===== src/hw/rtl/kce_pkg.sv =====
package kce_pkg;

    // Store depth and the widths that follow from it.
    localparam int MAX_ELEMENTS = 16;
    localparam int RESULT_LIMIT = 16;
    localparam int IDX_W        = $clog2(MAX_ELEMENTS);
    localparam int CNT_W        = IDX_W + 1;
    localparam int K_W          = 5;
    localparam int VAL_W        = 8;
    localparam int CMP_W        = ((CNT_W > K_W) ? CNT_W : K_W) + 2;

    // Input operation codes.
    localparam logic OP_LOAD = 1'b0;
    localparam logic OP_NEXT = 1'b1;

    typedef logic [IDX_W-1:0] t_idx;
    typedef logic [CNT_W-1:0] t_cnt;
    typedef logic [VAL_W-1:0] t_val;

    // Commands from the controller to the datapath.
    typedef struct packed {
        logic insert;      // insert the request value into the sorted store
        logic restart;     // clear the started and done flags
        logic init_slots;  // first combination: slot j holds position j
        logic scan_start;  // cursor to the last slot of the combination
        logic cur_dec;     // move the scan cursor one slot left
        logic advance;     // bump the slot at the cursor and refill the rest
        logic set_done;    // the combinations have run out
        logic emit_elem;   // present the element at the cursor slot
        logic emit_exh;    // present an exhausted result
    } t_cmd;

    // Status from the datapath to the controller.
    typedef struct packed {
        logic k_bad;       // no combination can be given now
        logic started;     // the first combination has been given
        logic can_adv;     // the slot at the cursor can still advance
        logic cur_zero;    // the cursor is at the first slot
        logic cur_last;    // the cursor is at the last slot of the combination
        logic out_free;    // the output register can take a result
    } t_sts;

endpackage


===== src/hw/rtl/kce_ctrl.sv =====
module kce_ctrl (
    input  logic          i_clk,
    input  logic          i_rst_n,
    input  logic          i_in_valid,
    input  logic          i_operation,
    input  kce_pkg::t_sts i_sts,
    output logic          o_in_ready,
    output kce_pkg::t_cmd o_cmd
);
    import kce_pkg::*;

    typedef enum logic [1:0] {
        S_IDLE,
        S_SCAN,
        S_EMIT,
        S_EXH
    } t_state;

    t_state r_state;
    t_state n_state;
    logic   r_in_ready;
    logic   accept;

    assign accept     = i_in_valid && r_in_ready;
    assign o_in_ready = r_in_ready;

    // Next state and the commands for this cycle.
    always_comb begin
        n_state = r_state;
        o_cmd   = '0;
        unique case (r_state)
            S_IDLE: begin
                if (accept) begin
                    if (i_operation == OP_LOAD) begin
                        o_cmd.insert  = 1'b1;
                        o_cmd.restart = 1'b1;
                    end else if (i_sts.k_bad) begin
                        n_state = S_EXH;
                    end else if (!i_sts.started) begin
                        o_cmd.init_slots = 1'b1;
                        n_state          = S_EMIT;
                    end else begin
                        o_cmd.scan_start = 1'b1;
                        n_state          = S_SCAN;
                    end
                end
            end
            S_SCAN: begin
                priority if (i_sts.can_adv) begin
                    o_cmd.advance = 1'b1;
                    n_state       = S_EMIT;
                end else if (i_sts.cur_zero) begin
                    o_cmd.set_done = 1'b1;
                    n_state        = S_EXH;
                end else begin
                    o_cmd.cur_dec = 1'b1;
                end
            end
            S_EMIT: begin
                if (i_sts.out_free) begin
                    o_cmd.emit_elem = 1'b1;
                    if (i_sts.cur_last) begin
                        n_state = S_IDLE;
                    end
                end
            end
            S_EXH: begin
                if (i_sts.out_free) begin
                    o_cmd.emit_exh = 1'b1;
                    n_state        = S_IDLE;
                end
            end
            default: begin
                n_state = S_IDLE;
            end
        endcase
    end

    // State register; ready is high exactly in the idle state.
    always_ff @(posedge i_clk) begin
        if (!i_rst_n) begin
            r_state    <= S_IDLE;
            r_in_ready <= 1'b1;
        end else begin
            r_state    <= n_state;
            r_in_ready <= (n_state == S_IDLE);
        end
    end

endmodule


===== src/hw/rtl/kce_datapath.sv =====
module kce_datapath (
    input  logic                        i_clk,
    input  logic                        i_rst_n,
    input  logic                        i_cfg_we,
    input  logic [kce_pkg::K_W-1:0]     i_cfg_wdata,
    input  logic [kce_pkg::VAL_W-1:0]   i_value,
    input  logic                        i_out_ready,
    input  kce_pkg::t_cmd               i_cmd,
    output kce_pkg::t_sts               o_sts,
    output logic                        o_out_valid,
    output logic [kce_pkg::VAL_W-1:0]   o_element,
    output logic                        o_last_of_run,
    output logic                        o_exhausted
);
    import kce_pkg::*;

    t_val            r_store [MAX_ELEMENTS];
    t_val            n_store [MAX_ELEMENTS];
    t_idx            r_slot  [MAX_ELEMENTS];
    t_idx            n_slot  [MAX_ELEMENTS];
    logic [MAX_ELEMENTS-1:0] gt;
    t_cnt            r_count;
    logic [K_W-1:0]  r_k;
    logic            r_started;
    logic            r_done;
    t_idx            r_cur;
    logic            r_out_valid;
    t_val            r_element;
    logic            r_last;
    logic            r_exh;
    t_idx            cur_slot;
    logic [CMP_W-1:0] k_ext;
    logic [CMP_W-1:0] cnt_ext;
    logic [CMP_W-1:0] cur_ext;
    logic [CMP_W-1:0] adv_limit;
    logic            out_free;
    logic            store_full;

    assign cur_slot   = r_slot[r_cur];
    assign k_ext      = CMP_W'(r_k);
    assign cnt_ext    = CMP_W'(r_count);
    assign cur_ext    = CMP_W'(r_cur);
    assign adv_limit  = cnt_ext - k_ext + cur_ext;
    assign out_free   = !r_out_valid || i_out_ready;
    assign store_full = (r_count == t_cnt'(MAX_ELEMENTS));

    // Status for the controller.
    always_comb begin
        o_sts.k_bad    = (r_k == '0) || (k_ext > cnt_ext)
                         || (k_ext > CMP_W'(RESULT_LIMIT)) || r_done;
        o_sts.started  = r_started;
        o_sts.can_adv  = (CMP_W'(cur_slot) < adv_limit);
        o_sts.cur_zero = (r_cur == '0);
        o_sts.cur_last = (cur_ext == k_ext - CMP_W'(1));
        o_sts.out_free = out_free;
    end

    // Sorted insertion: every stored entry above the value moves up one place.
    always_comb begin
        for (int i = 0; i < MAX_ELEMENTS; i++) begin
            gt[i] = (t_cnt'(i) < r_count) && (r_store[i] > i_value);
        end
        for (int i = 0; i < MAX_ELEMENTS; i++) begin
            n_store[i] = r_store[i];
        end
        if (gt[0] || (r_count == '0)) begin
            n_store[0] = i_value;
        end
        for (int i = 1; i < MAX_ELEMENTS; i++) begin
            if (gt[i-1]) begin
                n_store[i] = r_store[i-1];
            end else if (gt[i] || (t_cnt'(i) == r_count)) begin
                n_store[i] = i_value;
            end
        end
    end

    // Index slots: first combination, or bump at the cursor and refill after it.
    always_comb begin
        for (int j = 0; j < MAX_ELEMENTS; j++) begin
            n_slot[j] = r_slot[j];
            if (i_cmd.init_slots) begin
                n_slot[j] = t_idx'(j);
            end else if (i_cmd.advance && (t_idx'(j) >= r_cur)) begin
                n_slot[j] = cur_slot + t_idx'(j) - r_cur + t_idx'(1);
            end
        end
    end

    // Store and slot arrays.
    always_ff @(posedge i_clk) begin
        if (i_cmd.insert && !store_full) begin
            r_store <= n_store;
        end
        if (i_cmd.init_slots || i_cmd.advance) begin
            r_slot <= n_slot;
        end
    end

    // Enumeration control state.
    always_ff @(posedge i_clk) begin
        if (!i_rst_n) begin
            r_count   <= '0;
            r_k       <= K_W'(1);
            r_started <= 1'b0;
            r_done    <= 1'b0;
        end else begin
            if (i_cmd.insert && !store_full) begin
                r_count <= r_count + t_cnt'(1);
            end
            if (i_cfg_we) begin
                r_k <= i_cfg_wdata;
            end
            if (i_cmd.restart || i_cfg_we) begin
                r_started <= 1'b0;
                r_done    <= 1'b0;
            end else begin
                if (i_cmd.init_slots) begin
                    r_started <= 1'b1;
                end
                if (i_cmd.set_done) begin
                    r_done <= 1'b1;
                end
            end
        end
    end

    // Cursor over the slots, shared by the scan and the emission.
    always_ff @(posedge i_clk) begin
        priority if (i_cmd.init_slots || i_cmd.advance) begin
            r_cur <= '0;
        end else if (i_cmd.scan_start) begin
            r_cur <= t_idx'(r_k - K_W'(1));
        end else if (i_cmd.cur_dec) begin
            r_cur <= r_cur - t_idx'(1);
        end else if (i_cmd.emit_elem) begin
            r_cur <= r_cur + t_idx'(1);
        end else begin
            r_cur <= r_cur;
        end
    end

    // Output register: loaded when free, held while the receiver stalls.
    always_ff @(posedge i_clk) begin
        if (!i_rst_n) begin
            r_out_valid <= 1'b0;
        end else if (i_cmd.emit_elem || i_cmd.emit_exh) begin
            r_out_valid <= 1'b1;
        end else if (i_out_ready) begin
            r_out_valid <= 1'b0;
        end
    end

    always_ff @(posedge i_clk) begin
        if (i_cmd.emit_elem) begin
            r_element <= r_store[cur_slot];
            r_last    <= o_sts.cur_last;
            r_exh     <= 1'b0;
        end else if (i_cmd.emit_exh) begin
            r_element <= '0;
            r_last    <= 1'b1;
            r_exh     <= 1'b1;
        end
    end

    assign o_out_valid   = r_out_valid;
    assign o_element     = r_element;
    assign o_last_of_run = r_last;
    assign o_exhausted   = r_exh;

endmodule


===== src/hw/rtl/k_combination_enumerator.sv =====
// K-combination enumerator over a small sorted store.
//
// Input channel (i_in_valid / o_in_ready): a request with i_operation load
// inserts i_value into the sorted store and gives no result; a full store
// drops the value. Either way the enumeration starts over.
// A next request gives the next K-element combination in lexicographic order,
// one element per result, ascending, with o_last_of_run on the final one; when
// none is left, or K is zero or above the stored count, one result with
// o_exhausted and o_last_of_run set and element 0 is given instead.
// Output channel (o_out_valid / i_out_ready) is driven from a result register.
// Timing: for the first combination the elements are emitted straight away;
// for later ones a scan first moves the cursor left one slot per cycle to the
// rightmost index that can advance. The K elements then leave one per cycle
// while the receiver takes them; the block accepts no new request until the
// last result of the previous one is in the result register.
// K is to be written through i_cfg_we / i_cfg_wdata only while idle; the block
// does not enforce this. A write also restarts the enumeration. A synchronous
// low on i_rst_n empties the store, sets K to one and drops any pending result.
// A stalled receiver simply holds the block; no result is lost.
module k_combination_enumerator (
    input  logic                        i_clk,
    input  logic                        i_rst_n,
    input  logic                        i_cfg_we,
    input  logic [kce_pkg::K_W-1:0]     i_cfg_wdata,
    input  logic                        i_in_valid,
    output logic                        o_in_ready,
    input  logic                        i_operation,
    input  logic [kce_pkg::VAL_W-1:0]   i_value,
    output logic                        o_out_valid,
    input  logic                        i_out_ready,
    output logic [kce_pkg::VAL_W-1:0]   o_element,
    output logic                        o_last_of_run,
    output logic                        o_exhausted
);
    import kce_pkg::*;

    t_cmd cmd;
    t_sts sts;

    // Sequencer.
    kce_ctrl u_ctrl (
        .i_clk       (i_clk),
        .i_rst_n     (i_rst_n),
        .i_in_valid  (i_in_valid),
        .i_operation (i_operation),
        .i_sts       (sts),
        .o_in_ready  (o_in_ready),
        .o_cmd       (cmd)
    );

    // Store, index slots and result register.
    kce_datapath u_datapath (
        .i_clk         (i_clk),
        .i_rst_n       (i_rst_n),
        .i_cfg_we      (i_cfg_we),
        .i_cfg_wdata   (i_cfg_wdata),
        .i_value       (i_value),
        .i_out_ready   (i_out_ready),
        .i_cmd         (cmd),
        .o_sts         (sts),
        .o_out_valid   (o_out_valid),
        .o_element     (o_element),
        .o_last_of_run (o_last_of_run),
        .o_exhausted   (o_exhausted)
    );

    // An exhausted result always closes its run and carries element zero.
    a_exh_form: assert property (@(posedge i_clk) disable iff (!i_rst_n)
        (o_out_valid && o_exhausted) |-> (o_last_of_run && (o_element == '0)))
        else $error("exhausted result with wrong fields");

    // The controller never loads a result over one that is still waiting.
    a_no_overwrite: assert property (@(posedge i_clk) disable iff (!i_rst_n)
        (cmd.emit_elem || cmd.emit_exh) |-> sts.out_free)
        else $error("result register overwritten");

    // A next request always keeps the input side busy in the following cycle.
    a_next_busy: assert property (@(posedge i_clk) disable iff (!i_rst_n)
        (i_in_valid && o_in_ready && (i_operation == OP_NEXT)) |=> !o_in_ready)
        else $error("next request did not hold off the input");

endmodule

===== config.mk =====
export PLATFORM = sky130hd
export DESIGN_NAME = k_combination_enumerator
export DESIGN_NICKNAME = d
export VERILOG_FILES = /design/src/hw/rtl/kce_pkg.sv /design/src/hw/rtl/kce_ctrl.sv /design/src/hw/rtl/kce_datapath.sv /design/src/hw/rtl/k_combination_enumerator.sv
export SDC_FILE = /design/constraint.sdc
export NUM_CORES = 1
export LEC_CHECK = 0
export BUFFER_PORTS_ARGS = -buffer_cell sky130_fd_sc_hd__buf_4
export CELL_PAD_IN_SITES_DETAIL_PLACEMENT = 1
export CELL_PAD_IN_SITES_GLOBAL_PLACEMENT = 2
export CORE_UTILIZATION = 25
export DETAILED_ROUTE_END_ITERATION = 7
export PLACE_DENSITY_LB_ADDON = 0.2
export SYNTH_ARGS = -nofsm -noshare
export SYNTH_HDL_FRONTEND = slang
export SYNTH_SLANG_ARGS = --single-unit
export TNS_END_PERCENT = 1

===== constraint.sdc =====
create_clock -name i_clk -period 4.3 [get_ports i_clk]
set_input_delay 0.215 -clock i_clk [delete_from_list [all_inputs] [get_ports i_clk]]
set_output_delay 0.215 -clock i_clk [all_outputs]
set_load 0.005 [all_outputs]

==> out/results.tsv <==
metric	value	unit
Hold Crit Class	in2reg	
Crit Reg-Reg Endpoint	u_datapath.r_slot[14]$_SDFFCE_PP1P_	
top-area cell type share of the netlist area	0.406	
first-pass GRT wire length	78300	um
Rows	89	
Post-synth ARST share	0	
area leader, netlist	edfxtp_1	
mean post-synth cell area	11.6	um^2
Max-Cap Viols	0	
flop2flop setup slack	190	ps
hold path start	i_cfg_we	
Final Hold Vio Count	0	
RSZ-0062 raised after global routing	no	
Core Region	58900	um^2
FMAX	243	MHz
Worst Setup Start Kind	register	
CTS tree	built	
Vias	10700	
post-synthesis mux area share	0.143	
largest net degree at the start of global routing	51	
Final min period	4110	ps
Clock Sinks	222	
cell with the most instances after synthesis	edfxtp_1	
DIE AREA	60500	um^2
CTS buffer count	31	
status	completed	
Period Utilization, post-route	0.957	
P_leak	6.81	nW
Most used DFF post-synth	edfxtp_1	
Worst Path Arrival	4330	ps
Synth Register Bits	222	
share of layout cells above drive strength 1	0.189	
Clock Skew	17.2	ps
Final setup viols	0	
final slew viol count	0	
Placed Instance Area	16400	um^2
Worst EP required	4510	ps
Reg-to-Reg Start	u_datapath.r_cur[1]$_SDFFE_PP0P_	
Final Cell Area	17600	um^2
initial antenna violation count	1	
# DRC	0	
routed wire length per instance	24.4	um
Min-Delay Endpoint	u_datapath.r_started$_SDFFE_PP0P_	
Final nets	1578	
Pre-antenna DRT Iters	5	
Compound-Gate Fraction of Synth Area	0.117	
Synth cell types	74	
Post-Synth XOR/XNOR Area	0.0171	
Final Wtd Congestion	0.819	
Die W	246	um
Synth top cells by count	edfxtp_1, ha_1, nand2_1	
Die H	246	um
Skew-Pair Late Insertion Delay	580	ps
number of synthesized flops with an enable pin	201	
Slew HR	0.229	
Crit Path Class	reg2reg	
vias in the first global route	11500	
simple-gate share of the synthesized area	0.105	
clk buf depth	3	
DR vias/cell	4.92	
register area share after synthesis	0.434	
Yosys warnings	0	
1st-iter DRT viols	528	
crit end category	register	
Worst Hold Depth	3	
Cell Pwr Density	621	nW/um^2
Synth Net Count	1471	
Synth Area in Adders	0.151	
I/O Buffers	30	
Post-Syn Area	14900	um^2
CTS H-tree lvls	1	
Max IR drop VDD	0.364	mV
worst reg-to-reg path cell count	12	
Post-Route WL	53200	um
area grow syn2layout	18.4	%
Antenna Nets Post-Route	0	
gr usage total	0.176	
Post-Syn Instances	1280	
num ports	31	
CTS clk-pin slew, worst paths	60	ps
Initial Util	0.253	
total gr overflow	0	
largest family of logic cells by synthesized area	adder cells	
Setup TNS	0	ps
Max Fanout on Critical Path	14	
root buf cell	clkbuf_16	
Worst-Margin Slew	1150	ps
top cells by area, synth	edfxtp_1, ha_1, mux2_2, o21ai_0, mux2i_1	
HPWL after DPL	40600	um
timing repair:
action,in CTS,in global routing
hold buffers,18,0
buffers inserted,0,0
resized for setup,0,10
setup endpoints to repair,0,46
hold endpoints to repair,16,0
area by class of cell:
cell class / count / area [um^2]
Fill cell: 6449 / 41300
Antenna cell: 2 / 5.00
Sequential cell: 222 / 6460
Clock buffer: 38 / 802
Timing Repair Buffer: 122 / 998
Tap cell: 773 / 967
Multi-Input combinational cell: 948 / 7980
Clock inverter: 16 / 173
Inverter: 62 / 238
logic make-up after synthesis:
family | after synthesis
and+or+nand+nor | 306
DFF | 222
AOI/OAI and AO/OA | 282
adders and majority gates | 172
xor gates and xnor gates | 29
buffers and inverters | 110
muxes | 159
power by group:
group | total, W | switching (W) | internal, W
combinational | 0.00518 | 0.00319 | 0.00199
sequential | 0.00322 | 0.000159 | 0.00306
clock | 0.00254 | 0.00104 | 0.00149
total | 0.0109 | 0.00439 | 0.00655
state kept, by name (all words and copies together), names as in the netlist, 2 cells and up:
signal                count
u_datapath.r_k            5
u_ctrl.r_state            2
u_datapath.r_cur          4
u_datapath.r_count        5
u_datapath.o_element      8
u_datapath.r_slot        64
u_datapath.r_store      128
worst max-delay path: stages (launching register included):
cell      delay, ps
dfxtp_1         800
mux4_2          600
mux2i_1         260
a21boi_0        260
ha_1            280
nor2_1           90
nand3_1         130
a211oi_1        300
nor4_2          100
o21ai_2         140
nand2b_1        110
buf_4           180
o21ai_0         490
layer usage:
metal  track usage  up-vias  share of wire  routed length, um
met3        0.0223       64          0.027               1460
met2         0.307      149           0.49              26100
met4        0.0429        0          0.024               1300
li1              -     5053              -                  -
met5             0        -              0                  0
met1         0.230     5469           0.46              24300
per-stage QoR:
stage,setup slack [ps],hold WS (ps),util,power [W],std cells
final,185,47.5,0.299,0.0109,2183
after detailed placement,108,473,0.279,0.00856,2109
after CTS,83.1,13.7,0.299,0.0111,2181
after floorplan,130,314,-,0.00639,1280
after global routing,8.60,29.9,0.299,0.0116,2181
after global placement,250,452,0.279,0.00853,2109
layout by cell type, fill, tap and decap left out, drive strengths merged, types with 21 or more instances in the layout:
| master | count |
|---|---|
| a21oi | 64 |
| nand3 | 25 |
| o21a | 29 |
| dfxtp | 21 |
| nor2 | 45 |
| clkbuf | 38 |
| buf | 104 |
| o21ai | 96 |
| nand2 | 94 |
| inv | 60 |
| edfxtp | 201 |
| mux2 | 85 |
| nor2b | 39 |
| mux4 | 29 |
| nand2b | 24 |
| ha | 159 |
| mux2i | 45 |
worst max path at each step:
stage	from	to	slack [ps]	depth (start not counted)
finish	u_datapath.r_cur[1]$_SDFFE_PP0P_	u_datapath.r_slot[14]$_SDFFCE_PP1P_	190	12
global route	u_datapath.r_cur[1]$_SDFFE_PP0P_	u_datapath.r_slot[10]$_SDFFCE_PP1P_	9	12
CTS	u_datapath.r_cur[1]$_SDFFE_PP0P_	u_datapath.r_slot[47]$_SDFFCE_PP0P_	80	12
detailed placement	u_datapath.r_count[0]$_SDFFE_PN0P_	u_datapath.r_slot[40]$_SDFFCE_PP1P_	110	18
global placement	u_datapath.r_cur[1]$_SDFFE_PP0P_	u_datapath.r_slot[46]$_SDFFCE_PP1P_	250	11
floorplan	u_datapath.r_count[0]$_SDFFE_PN0P_	u_datapath.r_slot[56]$_SDFFCE_PP1P_	130	19
Note: power is estimated with default switching activity, not from simulation.
